$ cat src/hdl/mbh_pkg.sv
// Shared constants and controller/datapath interface types for the
// multiplicative byte hash core. No dependencies.
`timescale 1ns / 1ps

package mbh_pkg;

  localparam int unsigned HashW = 32;
  localparam int unsigned ByteW = 8;
  localparam int unsigned PendW = 24;
  localparam int unsigned PosW  = 2;
  localparam int unsigned ShW   = 5;

  localparam logic [HashW-1:0] MBH_MULT   = 32'hc6a4a793;
  localparam logic [ShW-1:0]   SHIFT_WORD = 5'd16;
  localparam logic [ShW-1:0]   SHIFT_TAIL = 5'd24;
  localparam logic [PosW-1:0]  POS_LAST   = 2'd3;

  // Commands from the controller to the datapath.
  typedef struct packed {
    logic latch;     // capture an accepted input transfer
    logic seed_mul;  // product <= length * multiplier
    logic seed_xor;  // hash <= seed ^ product, clear gathered bytes
    logic absorb;    // gather the latched byte, form a sum on a full word
    logic mul;       // product <= sum * multiplier
    logic mix;       // hash <= product ^ (product >> shift)
    logic tail_add;  // sum <= hash + gathered tail
    logic emit;      // load output register, clear gathered bytes
  } mbh_cmd_t;

  // Status from the datapath to the controller.
  typedef struct packed {
    logic len_zero;  // latched length is zero
    logic pos_full;  // three bytes gathered, next completes a word
    logic pos_zero;  // no bytes gathered
    logic last;      // latched item ends the message
    logic tail;      // current multiply round is the tail round
    logic out_busy;  // output register holds a result not taken
  } mbh_sts_t;

endpackage

$ cat src/hdl/mbh_datapath.sv
// Datapath of the multiplicative byte hash core: input capture, shared
// multiplier, running hash, byte gathering and output register. Uses mbh_pkg.
`timescale 1ns / 1ps

module mbh_datapath
  import mbh_pkg::*;
(
  input  logic             clk_i,
  input  logic             rst_ni,
  input  logic             cfg_we_i,
  input  logic [HashW-1:0] cfg_wdata_i,
  input  logic [ByteW-1:0] in_byte_i,
  input  logic [HashW-1:0] in_len_i,
  input  logic             in_last_i,
  input  logic             out_ready_i,
  output logic             out_valid_o,
  output logic [HashW-1:0] out_hash_o,
  input  mbh_cmd_t         cmd_i,
  output mbh_sts_t         sts_o
);

  logic [HashW-1:0] seed_q;
  logic [ByteW-1:0] byte_q;
  logic [HashW-1:0] len_q;
  logic             last_q;
  logic [HashW-1:0] sum_q, sum_d;
  logic [HashW-1:0] prod_q, prod_d;
  logic [HashW-1:0] hash_q, hash_d;
  logic [PendW-1:0] pend_q, pend_d;
  logic [PosW-1:0]  pos_q, pos_d;
  logic             tail_q, tail_d;
  logic [HashW-1:0] out_q;
  logic             out_vld_q;
  logic [HashW-1:0] mul_a;
  logic [ShW-1:0]   mix_sh;

  assign mul_a  = cmd_i.seed_mul ? len_q : sum_q;
  assign prod_d = HashW'(mul_a * MBH_MULT);
  assign mix_sh = tail_q ? SHIFT_TAIL : SHIFT_WORD;

  always_comb begin
    sum_d  = sum_q;
    hash_d = hash_q;
    pend_d = pend_q;
    pos_d  = pos_q;
    tail_d = tail_q;
    if (cmd_i.seed_xor) begin
      hash_d = seed_q ^ prod_q;
      pend_d = '0;
      pos_d  = '0;
    end
    if (cmd_i.absorb) begin
      if (pos_q == POS_LAST) begin
        sum_d  = hash_q + {byte_q, pend_q};
        pend_d = '0;
        pos_d  = '0;
        tail_d = 1'b0;
      end else begin
        case (pos_q)
          2'd0:    pend_d[7:0]   = byte_q;
          2'd1:    pend_d[15:8]  = byte_q;
          default: pend_d[23:16] = byte_q;
        endcase
        pos_d = pos_q + 1'b1;
      end
    end
    if (cmd_i.tail_add) begin
      sum_d  = hash_q + {{(HashW-PendW){1'b0}}, pend_q};
      tail_d = 1'b1;
    end
    if (cmd_i.mix) begin
      hash_d = prod_q ^ (prod_q >> mix_sh);
    end
    if (cmd_i.emit) begin
      pend_d = '0;
      pos_d  = '0;
    end
  end

  always_ff @(posedge clk_i or negedge rst_ni) begin
    if (!rst_ni) begin
      seed_q    <= '0;
      pos_q     <= '0;
      pend_q    <= '0;
      out_vld_q <= 1'b0;
      tail_q    <= 1'b0;
    end else begin
      if (cfg_we_i) begin
        seed_q <= cfg_wdata_i;
      end
      pos_q  <= pos_d;
      pend_q <= pend_d;
      tail_q <= tail_d;
      if (cmd_i.emit) begin
        out_vld_q <= 1'b1;
      end else if (out_ready_i) begin
        out_vld_q <= 1'b0;
      end
    end
  end

  always_ff @(posedge clk_i) begin
    if (cmd_i.latch) begin
      byte_q <= in_byte_i;
      len_q  <= in_len_i;
      last_q <= in_last_i;
    end
    if (cmd_i.seed_mul || cmd_i.mul) begin
      prod_q <= prod_d;
    end
    if (cmd_i.emit) begin
      out_q <= hash_q;
    end
    sum_q  <= sum_d;
    hash_q <= hash_d;
  end

  assign out_valid_o = out_vld_q;
  assign out_hash_o  = out_q;

  assign sts_o.len_zero = (len_q == '0);
  assign sts_o.pos_full = (pos_q == POS_LAST);
  assign sts_o.pos_zero = (pos_q == '0);
  assign sts_o.last     = last_q;
  assign sts_o.tail     = tail_q;
  assign sts_o.out_busy = out_vld_q & ~out_ready_i;

endmodule

$ cat src/hdl/mbh_controller.sv
// Controller state machine of the multiplicative byte hash core: sequences
// seeding, word mixing, tail mixing and result hand-off. Uses mbh_pkg.
`timescale 1ns / 1ps

module mbh_controller
  import mbh_pkg::*;
(
  input  logic     clk_i,
  input  logic     rst_ni,
  input  logic     in_valid_i,
  output logic     in_ready_o,
  output mbh_cmd_t cmd_o,
  input  mbh_sts_t sts_i
);

  typedef enum logic [2:0] {
    S_IDLE,
    S_SEED_MUL,
    S_SEED_XOR,
    S_ABSORB,
    S_MUL,
    S_MIX,
    S_CHECK,
    S_EMIT
  } state_e;

  state_e state_q, state_d;
  logic   inmsg_q, inmsg_d;

  assign in_ready_o = (state_q == S_IDLE);

  always_comb begin
    state_d = state_q;
    inmsg_d = inmsg_q;
    cmd_o   = '0;
    unique case (state_q)
      S_IDLE: begin
        if (in_valid_i) begin
          cmd_o.latch = 1'b1;
          state_d     = inmsg_q ? S_ABSORB : S_SEED_MUL;
        end
      end
      S_SEED_MUL: begin
        cmd_o.seed_mul = 1'b1;
        state_d        = S_SEED_XOR;
      end
      S_SEED_XOR: begin
        cmd_o.seed_xor = 1'b1;
        inmsg_d        = 1'b1;
        state_d        = sts_i.len_zero ? S_CHECK : S_ABSORB;
      end
      S_ABSORB: begin
        cmd_o.absorb = 1'b1;
        state_d      = sts_i.pos_full ? S_MUL : S_CHECK;
      end
      S_MUL: begin
        cmd_o.mul = 1'b1;
        state_d   = S_MIX;
      end
      S_MIX: begin
        cmd_o.mix = 1'b1;
        state_d   = sts_i.tail ? S_EMIT : S_CHECK;
      end
      S_CHECK: begin
        if (!sts_i.last) begin
          state_d = S_IDLE;
        end else if (!sts_i.pos_zero) begin
          cmd_o.tail_add = 1'b1;
          state_d        = S_MUL;
        end else begin
          state_d = S_EMIT;
        end
      end
      S_EMIT: begin
        // hold until the output register is free
        if (!sts_i.out_busy) begin
          cmd_o.emit = 1'b1;
          inmsg_d    = 1'b0;
          state_d    = S_IDLE;
        end
      end
      default: begin
        state_d = S_IDLE;
      end
    endcase
  end

  always_ff @(posedge clk_i or negedge rst_ni) begin
    if (!rst_ni) begin
      state_q <= S_IDLE;
      inmsg_q <= 1'b0;
    end else begin
      state_q <= state_d;
      inmsg_q <= inmsg_d;
    end
  end

endmodule

$ cat src/hdl/multiplicative_byte_hash_core.sv
// Top level of the multiplicative byte hash core: stream ports, seed
// register port, controller and datapath. Uses mbh_pkg.
`timescale 1ns / 1ps

// Computes the 32-bit multiplicative byte hash over a message fed one byte
// per input transfer, with the message length carried on the first transfer
// and tlast marking the final one. The hash starts as seed xor (length times
// 0xc6a4a793); bytes gather little-endian into words, each word is added,
// multiplied and folded with a right shift of 16, and a one-to-three byte
// tail is added, multiplied and folded with a right shift of 24. One result
// transfer follows each message. A single 32x32 multiplier, registered after
// use, is shared by the seeding, word and tail rounds, and the controller
// walks one item at a time and takes no new transfer until the last is done:
// a plain byte is absorbed and checked, the byte that completes a word adds a
// multiply and mix round, the first item of a message adds the seeding steps
// (its byte is dropped when its length is zero), and a final item adds any
// tail round and the load of the output register, plus any wait while an
// earlier result is still held there. The output register lets the next
// message start while a result still waits on the master side.
module multiplicative_byte_hash_core
  import mbh_pkg::*;
(
  input  logic        clk_i,
  input  logic        rst_ni,
  // seed register write
  input  logic        cfg_we_i,
  input  logic [31:0] cfg_wdata_i,
  // input stream
  input  logic        s_axis_tvalid_i,
  output logic        s_axis_tready_o,
  input  logic [39:0] s_axis_tdata_i,   // [7:0] data_byte, [39:8] message_length
  input  logic        s_axis_tlast_i,   // end_of_message
  // result stream
  output logic        m_axis_tvalid_o,
  input  logic        m_axis_tready_i,
  output logic [31:0] m_axis_tdata_o    // [31:0] hash_value
);

  mbh_cmd_t cmd;
  mbh_sts_t sts;

  // sequence one item through the shared multiplier
  mbh_controller u_ctrl (
    .clk_i      (clk_i),
    .rst_ni     (rst_ni),
    .in_valid_i (s_axis_tvalid_i),
    .in_ready_o (s_axis_tready_o),
    .cmd_o      (cmd),
    .sts_i      (sts)
  );

  // hash state, multiplier and output register
  mbh_datapath u_dp (
    .clk_i       (clk_i),
    .rst_ni      (rst_ni),
    .cfg_we_i    (cfg_we_i),
    .cfg_wdata_i (cfg_wdata_i),
    .in_byte_i   (s_axis_tdata_i[7:0]),
    .in_len_i    (s_axis_tdata_i[39:8]),
    .in_last_i   (s_axis_tlast_i),
    .out_ready_i (m_axis_tready_i),
    .out_valid_o (m_axis_tvalid_o),
    .out_hash_o  (m_axis_tdata_o),
    .cmd_i       (cmd),
    .sts_o       (sts)
  );

endmodule

$ cat config.mk
export PLATFORM = sky130hd
export DESIGN_NAME = multiplicative_byte_hash_core
export DESIGN_NICKNAME = d
export VERILOG_FILES = /design/src/hdl/mbh_pkg.sv /design/src/hdl/mbh_datapath.sv /design/src/hdl/mbh_controller.sv /design/src/hdl/multiplicative_byte_hash_core.sv
export SDC_FILE = /design/constraint.sdc
export NUM_CORES = 1
export LEC_CHECK = 0
export BUFFER_PORTS_ARGS = -buffer_cell sky130_fd_sc_hd__buf_2
export CAP_MARGIN = 20
export CORE_MARGIN = 4
export CORE_UTILIZATION = 51
export CTS_CLUSTER_SIZE = 30
export DETAILED_ROUTE_END_ITERATION = 10
export HOLD_SLACK_MARGIN = 0.06
export PLACE_DENSITY = 0.7
export SLEW_MARGIN = 20
export SYNTH_ARGS = -nofsm -noshare
export SYNTH_HDL_FRONTEND = slang
export SYNTH_SLANG_ARGS = --single-unit
$ cat constraint.sdc
create_clock -name clk_i -period 10.3 [get_ports clk_i]
set_input_delay 3.09 -clock clk_i [delete_from_list [all_inputs] [get_ports clk_i]]
set_output_delay 3.09 -clock clk_i [all_outputs]
set_load 0.005 [all_outputs]
* After elaboration in Yosys (flattened, before gate mapping)
Index checks and enable logic that the tools add are counted.
** Operators by class
- Shift-type cells :: 1
- Bitwise logic cells :: 4
- $add $sub $neg :: 3
- Reductions and logical operators :: 14
- Multipliers :: 1
- Equality and inequality tests :: 11
- Mux-type cells :: 46
** Operator list (number)
- $mux 32 :: 6
- $mux 24 :: 4
- $xor 32x32->32 :: 2
- $add 32x24->32 :: 1
- $add 32x32->32 :: 1
- $logic_not 32->1 :: 1
- $mul 32x31->32 const B :: 1
- $shr 32x5->32 :: 1
- $mux 8 :: 3
- $pmux 3 s8 :: 1
- $mux 1 :: 19
- $mux 2 :: 7
- $eq 3x3->1 const B :: 4
- $mux 3 :: 4
- $reduce_bool 2->1 :: 5
- $eq 3x2->1 const B :: 2
- $reduce_and 2->1 :: 3
- $mux 4 :: 1
- $ne 2x2->1 const B :: 2
- $eq 3x1->1 const B :: 1
- $logic_not 3->1 :: 1
- $reduce_bool 3->1 :: 1
- $add 2x1->2 const B :: 1
- $eq 2x1->1 const B :: 1
- 7 further kinds :: 7
** Storage, ports and cells
- Input port bits :: 78
- Word-level logic and storage cells :: 94
- Register bits :: 233
- Output and inout port bits :: 34

* Longest topological paths before layout
Gate-level depths: netlist (run 1).
- Word-level depth :: 7
- Gate-level depth with buffers :: 34
- Gate-level depth less buffers :: 30

* Modules after synthesis
Synthesis (run 1) repeated with hierarchy kept, for this count alone.
** Unflattened totals
- Cell total of the unflattened synthesis :: 1715
- Area, all modules :: 19458.7 um2
** Modules (own cells, without submodules)
- mbh_datapath :: area each 19142.1 um2, sequential area each 6576.3 um2, times used 1, cells each 1676
- mbh_controller :: area each 316.6 um2, sequential area each 100.1 um2, times used 1, cells each 39

* Worst setup path before layout (run 1)
No wires, ideal clock.
- Kind :: register to register
- Start :: register u_ctrl.state_q[2]
- End :: register u_dp.prod_q[31] (data pin)
- Arrival time :: 7558 ps
- Setup slack :: 2484 ps
- Stages on the path, launching flop included :: 34
- Buffers on the path :: 4
- Library setup time :: 258 ps
- Data required time :: 10042 ps
- Path through :: dfrtp_1 buf_4 inv_2 and2_4 buf_6 buf_6 buf_2 mux2i_1 inv_1 xnor2_1 ha_1 or2_2 ha_1 fa_1 inv_1 fa_1 inv_1 fa_1 inv_1 fa_1 inv_1 fa_1 inv_1 fa_1 inv_1 ha_1 a21oi_1 nor2b_1 o41a_1 a21oi_1 o21ai_1 a2111o_1 a21oi_1 xnor2_1
** On the way
- Word-level cells in the longest chain between the ends :: 4
** Ends and longest elaborated chain
- start: declaration :: RTL line mbh_controller.sv:27 : state_e state_q, state_d;
- start signal: assignment :: RTL line mbh_controller.sv:93 : state_q <= state_d;
- $eq 3x1->1 :: RTL line mbh_controller.sv:36 : unique case (state_q)
- $mux 1 :: RTL line mbh_controller.sv:36
- $mux 32 :: RTL line mbh_datapath.sv:37 : assign mul_a = cmd_i.seed_mul ? len_q : sum_q;
- $mul 32x31->32 :: RTL line mbh_datapath.sv:38 : assign prod_d = HashW'(mul_a * MBH_MULT);
- named net u_dp.prod_d[31] :: RTL line mbh_datapath.sv:27 : logic [HashW-1:0] prod_q, prod_d;
- end signal: assignment :: RTL line mbh_datapath.sv:109 : prod_q <= prod_d;
- end: declaration :: RTL line mbh_datapath.sv:27
The timed path passes the listed nets, and every way through them passes these cells.
A chain may end at the register's enable or synchronous reset.

* Final worst setup path (run 1)
- Start :: register u_ctrl.state_q[0]
- End :: register u_dp.prod_q[31] (data pin)
Same word-level chain as after synthesis.

==> results of run 1 <==
## cell type report
cell class	instances	area (um2)
Clock inverter	11	143
Multi-Input combinational cell	1090	11300
Sequential cell	233	6680
Timing Repair Buffer	120	623
Inverter	350	1310
Clock buffer	37	776
Tap cell	511	639
Fill cell	3130	16100
## kinds of logic after synthesis
kind of cell               after synthesis
adders and majority gates              437
buffers and inverters                  378
AOI/OAI and AO/OA                      213
and+or+nand+nor                        234
DFF                                    233
xor gates and xnor gates               131
muxes                                   75
## per-stage QoR
step | cells | utilization | instance area, um2
detailed placement | 2304 | 0.546 | 20500
CTS | 2352 | 0.571 | 21500
finish | 2352 | 0.571 | 21500
global placement | 2304 | 0.546 | 20500
floorplan | 1701 | - | 19400
global route | 2352 | 0.571 | 21500
## critical path: cells and delay by family (launching register included)
kind	cells	cell delay, ns
flip-flops	1	0.61
buffers and inverters	7	0.62
multiplexers	1	0.52
AO/OA/AOI/OAI	6	1.69
XOR/XNOR	2	0.31
adder cells (fa/ha/maj)	9	3.90
AND/OR/NAND/NOR	4	1.15
## synthesized netlist by cell type (all sizes together) (15+ instances only)
cell    count  area, um2
a21o       23        173
a21oi      67        335
a22oi      24        180
clkbuf     17       63.8
dfrtp      64       1600
edfxtp    169       5070
fa        165       3300
ha        272       3400
inv       350       1310
mux2       46        518
mux2i      29        307
nand2      42        158
nand3      19       95.1
nor2       80        300
nor2b      15        101
o21ai      40        204
xnor2      97        850
xor2       31        272
## path summary, 6_finish.rpt
kind                                      end         startpoint  cells after the start  slack [ns]
max                           u_dp.prod_q[31]  u_ctrl.state_q[0]                     29        1.21
min                        u_dp.out_hash_o[0]     u_dp.hash_q[0]                      0        0.49
max reg2reg                   u_dp.prod_q[31]  u_ctrl.state_q[0]                     29        1.21
min reg2reg                u_dp.out_hash_o[0]     u_dp.hash_q[0]                      0        0.49
max in group asynchronous   u_ctrl.state_q[0]             rst_ni                      2        7.02
min in group asynchronous     u_dp.seed_q[13]             rst_ni                      2        2.72
## sequential cells by signal (all words and copies together), names as in the netlist
signal,cells
u_dp.tail_q,1
u_ctrl.state_q,3
u_dp.pend_q,24
u_dp.last_q,1
u_dp.sum_q,32
u_ctrl.inmsg_q,1
u_dp.len_q,32
u_dp.pos_q,2
u_dp.byte_q,8
u_dp.hash_q,32
u_dp.out_hash_o,32
u_dp.out_valid_o,1
u_dp.prod_q,32
u_dp.seed_q,32
## layer usage
layer  wire length [um]  share of wire
met4               1540          0.031
met5                  0              0
met3               3150          0.064
met2              23700           0.48
met1              20700           0.42
==> impl_results.md, run 1 <==
- Status: finished clean
- Grt total ovfl: 0
- Post-Syn Nets: 2,216
- Post-cts resize count: 0
- Skew final: 0.0154 ns
- Via Count: 12,600
- Inserted Diodes: 0
- Ys async rst share: 0.275
- Most Crowded Layer GR: met2
- Mux contribution to synthesized area: 0.0426
- Num Clock Sinks: 233
- Final #Nets: 2,336
- Seq cells post-synth: 233
- Skew-Pair Late Insertion Delay: 0.55 ns
- Initial antenna violation count: 0
- Unrepaired setup endpoints after global routing: false
- Simple-gate share of the synthesized area: 0.0594
- WS Path Type: flop to flop
- Routability cong.: 0.964
- Commonest non-fill, non-tap cell in the layout: inv_1
- Final worst setup slack: 1.21 ns
- Routed wire per std cell: 20.9 um
- Worst setup EP type: flop
- Met1 GRT Util: 0.326
- Warnings from Yosys: 0
- Crit path top cell by count: inv_1
- Met3 Resource Use GR: 0.0377
- Final Slew Violations: 0
- Slowest stage cell, crit path: dfrtp_1
- Final period demand of the worst path: 9.09 ns
- # DRC: 0
- Vias in the first global route: 13,400
- DIE AREA: 0.0412 mm2
- Synth Area in Compound Gates: 0.0716
- CTS tree: yes
- Relative slew slack: 0.327
- Die X: 203 um
- Library cells used by synthesis: 66
- Max_cap viols: 0
- Ports: 112
- Worst EP required: 10.59 ns
- Worst hold-check path type: flop to flop
- Post-CTS Setup Bufs: 0
- HPWL Detailed: 40.7 mm
- Syn avg cell area: 11.4 um2
- Top FF cell, synth: edfxtp_1
- Post-CTS Hold Fix Bufs: 0
- Critical path arrival: 9.38 ns
- # port buffers: 111
- Share of layout cells above drive strength 1: 0.127
- Site Rows: 71
- Worst-margin pin slew: 1.01 ns
- Worst slack, placed: 1.37 ns
- DRT Wirelength: 49.1 mm
- Fmax: 110 MHz
- Period utilization: 0.882
- Worst Setup Start Kind: flop
- WHS: 0.490 ns
- # setup viols final: 0
- Largest family of logic cells by synthesized area: adder cells
- DR iter-0 viols: 981
- GRT Overall Usage: 0.242
- Hold Fails Final Rpt: 0
- Crit Path Max Fanout: 33
- Number of flops mapped to enable cells by yosys: 169
- Clk root buf: clkbuf_16
- XOR/XNOR Fraction of Synth Area: 0.0614
- Critical path's largest stage delay: 0.61 ns
- ANT nets after route: 0
- Initial Utilization: 0.516
- Global Route met2 Usage: 0.408
- Most frequent cells in the layout: 349 x inv_1, 272 x ha_1, 169 x edfxtp_1
- Synth Instances: 1,701
- H-tree lvl count: 1
- Vias/cell: 5.38
- Setup TNS: 0 ns
- First-pass GRT wire length: 76.6 mm
- Mapped cell area: 0.0194 mm2
- Area Overhead vs Synth: 10.7%
- Clock buffer depth: 3
- Post-synthesis sequential area ratio: 0.345
- Die height: 203 um
- Total CTS buffers: 26
- TritonRoute pass-1 iters: 6
- Synth Area in Adders: 0.346
- Largest net degree at the start of global routing: 65
- Worst-path clk slew: 0.06 ns
- Core ar.: 0.0376 mm2
Power of run 1 is not shown: default switching activity piles up to over one toggle a cycle in this logic, so the estimate is an artifact.
==> inputs of run 2 (changes only) <==
--- a/config.mk
+++ b/config.mk
@@ -12,7 +12,7 @@
 export CTS_CLUSTER_SIZE = 30
 export DETAILED_ROUTE_END_ITERATION = 10
 export HOLD_SLACK_MARGIN = 0.06
-export PLACE_DENSITY = 0.7
+export PLACE_DENSITY = 0.72
 export SLEW_MARGIN = 20
 export SYNTH_ARGS = -nofsm -noshare
 export SYNTH_HDL_FRONTEND = slang
==> constraint.sdc (replaced) <==
create_clock -name clk_i -period 7.6 [get_ports clk_i]
set_input_delay 2.28 -clock clk_i [delete_from_list [all_inputs] [get_ports clk_i]]
set_output_delay 2.28 -clock clk_i [all_outputs]
set_load 0.005 [all_outputs]
==> run 2 against run 1 <==
  * Sequential share of layout area fell by 1.1 points
  * Setup slack got worse by 1.1 ns
  * Critical path depth fell by 5
==> impl_results.md, run 2 (synthesis gave the netlist of run 1 again) <==
- ANT nets after route: 0
- Worst Setup Start Kind: flop
- DRT Wirelength: 50.7 mm
- DR iter-0 viols: 909
- Reg2reg end: u_dp.prod_q[31]
- H-tree lvl count: 1
- Reg2reg path depth: 24
- # setup viols final: 0
- Worst EP required: 7.87 ns
- Routability cong.: 0.980
- HPWL Detailed: 41.8 mm
- Hold Fails Final Rpt: 0
- Worst setup EP type: flop
- Vias in the first global route: 13,700
- Site Rows: 71
- Final period demand of the worst path: 7.48 ns
- Hold Path Origin: u_dp.seed_q[11]
- Largest net degree at the start of global routing: 65
- FF-to-FF Start: u_ctrl.state_q[1]
- Via Count: 13,200
- Worst-margin pin slew: 1.05 ns
- Worst-path clk slew: 0.06 ns
- Ports: 112
- Initial antenna violation count: 0
- R2r setup slk: 0.12 ns
- Hold path endpoint: u_dp.seed_q[11]
- Crit Path Max Fanout: 8
- Routed wire per std cell: 21.0 um
- Relative slew slack: 0.298
- Share of layout cells above drive strength 1: 0.180
- Fmax: 134 MHz
- # DRC: 0
- Initial Utilization: 0.516
- Most frequent cells in the layout: 344 x inv_1, 261 x ha_1, 169 x edfxtp_1
- Commonest non-fill, non-tap cell in the layout: inv_1
- Area Overhead vs Synth: 14.8%
- GRT Overall Usage: 0.247
- Skew-Pair Late Insertion Delay: 0.52 ns
- WS Path Type: flop to flop
- Worst hold-check path type: flop to flop
- Most Crowded Layer GR: met2
- Worst Hold Depth: 1
- TritonRoute pass-1 iters: 5
- Final Slew Violations: 0
- Period utilization: 0.984
- Max_cap viols: 0
- Core ar.: 0.0376 mm2
- Met1 GRT Util: 0.347
- Grt total ovfl: 0
- Global Route met2 Usage: 0.407
- Clk root buf: clkbuf_16
- Clock buffer depth: 3
- CTS tree: yes
- Num Clock Sinks: 233
- Skew final: 0.0179 ns
- Total CTS buffers: 24
- Met3 Resource Use GR: 0.0379
- First-pass GRT wire length: 78.4 mm
- # port buffers: 111
- Die height: 203 um
- Status: finished clean
- WHS: 0.508 ns
- Final #Nets: 2,399
- Vias/cell: 5.45
- DIE AREA: 0.0412 mm2
- Die X: 203 um
- Critical path arrival: 7.75 ns
- Setup TNS: 0 ns
==> run 2: cell count changes in the layout (fill, tap and decap cells not counted), moves of 4 or more <==
cell      delta
buf_4       +59
mux2i_1     -12
ha_1        -11
a21oi_1      -6
clkbuf_8     +6
ha_4         +6
mux2i_2      +6
mux2i_4      +6
ha_2         +5
inv_1        -5
a21oi_2      +4
==> run 2: layer usage <==
metal | wire length (um) | part of all wire
met2 | 24000 | 0.47
met1 | 21700 | 0.43
met3 | 3590 | 0.071
met5 | 0 | 0
met4 | 1440 | 0.028
==> run 2: critical path, cell delays in order, from the launching register on <==
cell	delay [ns]
dfrtp_1	0.40
nor2b_4	0.12
and2_4	0.24
buf_12	0.16
mux2i_4	0.28
buf_6	0.16
buf_12	0.11
fa_1	0.46
or2_2	0.33
fa_1	0.48
fa_1	0.50
inv_1	0.05
fa_1	0.50
inv_1	0.05
fa_1	0.58
fa_2	0.47
fa_1	0.54
inv_1	0.06
ha_1	0.26
o41a_1	0.48
a21oi_4	0.17
o21ai_2	0.10
a2111o_1	0.47
a21oi_2	0.16
xnor2_1	0.07
==> run 2: worst max-delay path by stage <==
stage | endpoint | cells after the start | slack (ns) | start
3_5_place_dp | u_dp.prod_q[31] | 30 | -0.02 | u_ctrl.state_q[1]
5_1_grt | u_dp.prod_q[31] | 30 | -0.08 | u_ctrl.state_q[1]
2_1_floorplan | u_dp.prod_q[31] | 33 | -0.0005 | u_ctrl.state_q[2]
6_report | u_dp.prod_q[31] | 24 | 0.12 | u_ctrl.state_q[1]
3_3_place_gp | u_dp.prod_q[31] | 30 | 0.11 | u_ctrl.state_q[1]
4_1_cts | u_dp.prod_q[31] | 28 | 0.01 | u_ctrl.state_q[1]
==> run 2: cell type report <==
type	instances	area, um2
diodes	1	2.50
clock buffers	38	779
clock inverters	6	60.1
fillers	3020	15300
inverters	350	1320
multi-input cells	1090	11600
flip-flops and latches	233	6680
well taps	511	639
repair buffers	185	1170
==> run 2: repair_timing <==
action	CTS	global route
pin swaps	0	13
buffers inserted	0	15
hold buffers	0	0
cloned	0	1
gates resized for setup	3	50
setup endpoints to repair	1	7
==> run 2: stage by stage <==
stage | instance area (um2) | worst slack (ns) | cells | utilization
floorplan | 19400 | -0.000518 | 1701 | -
global placement | 20900 | 0.106 | 2353 | 0.557
detailed placement | 20900 | -0.0222 | 2353 | 0.557
CTS | 21800 | 0.0117 | 2397 | 0.580
global route | 22200 | -0.0849 | 2413 | 0.592
finish | 22200 | 0.122 | 2414 | 0.592
Power of run 2 is left out for the same reason.
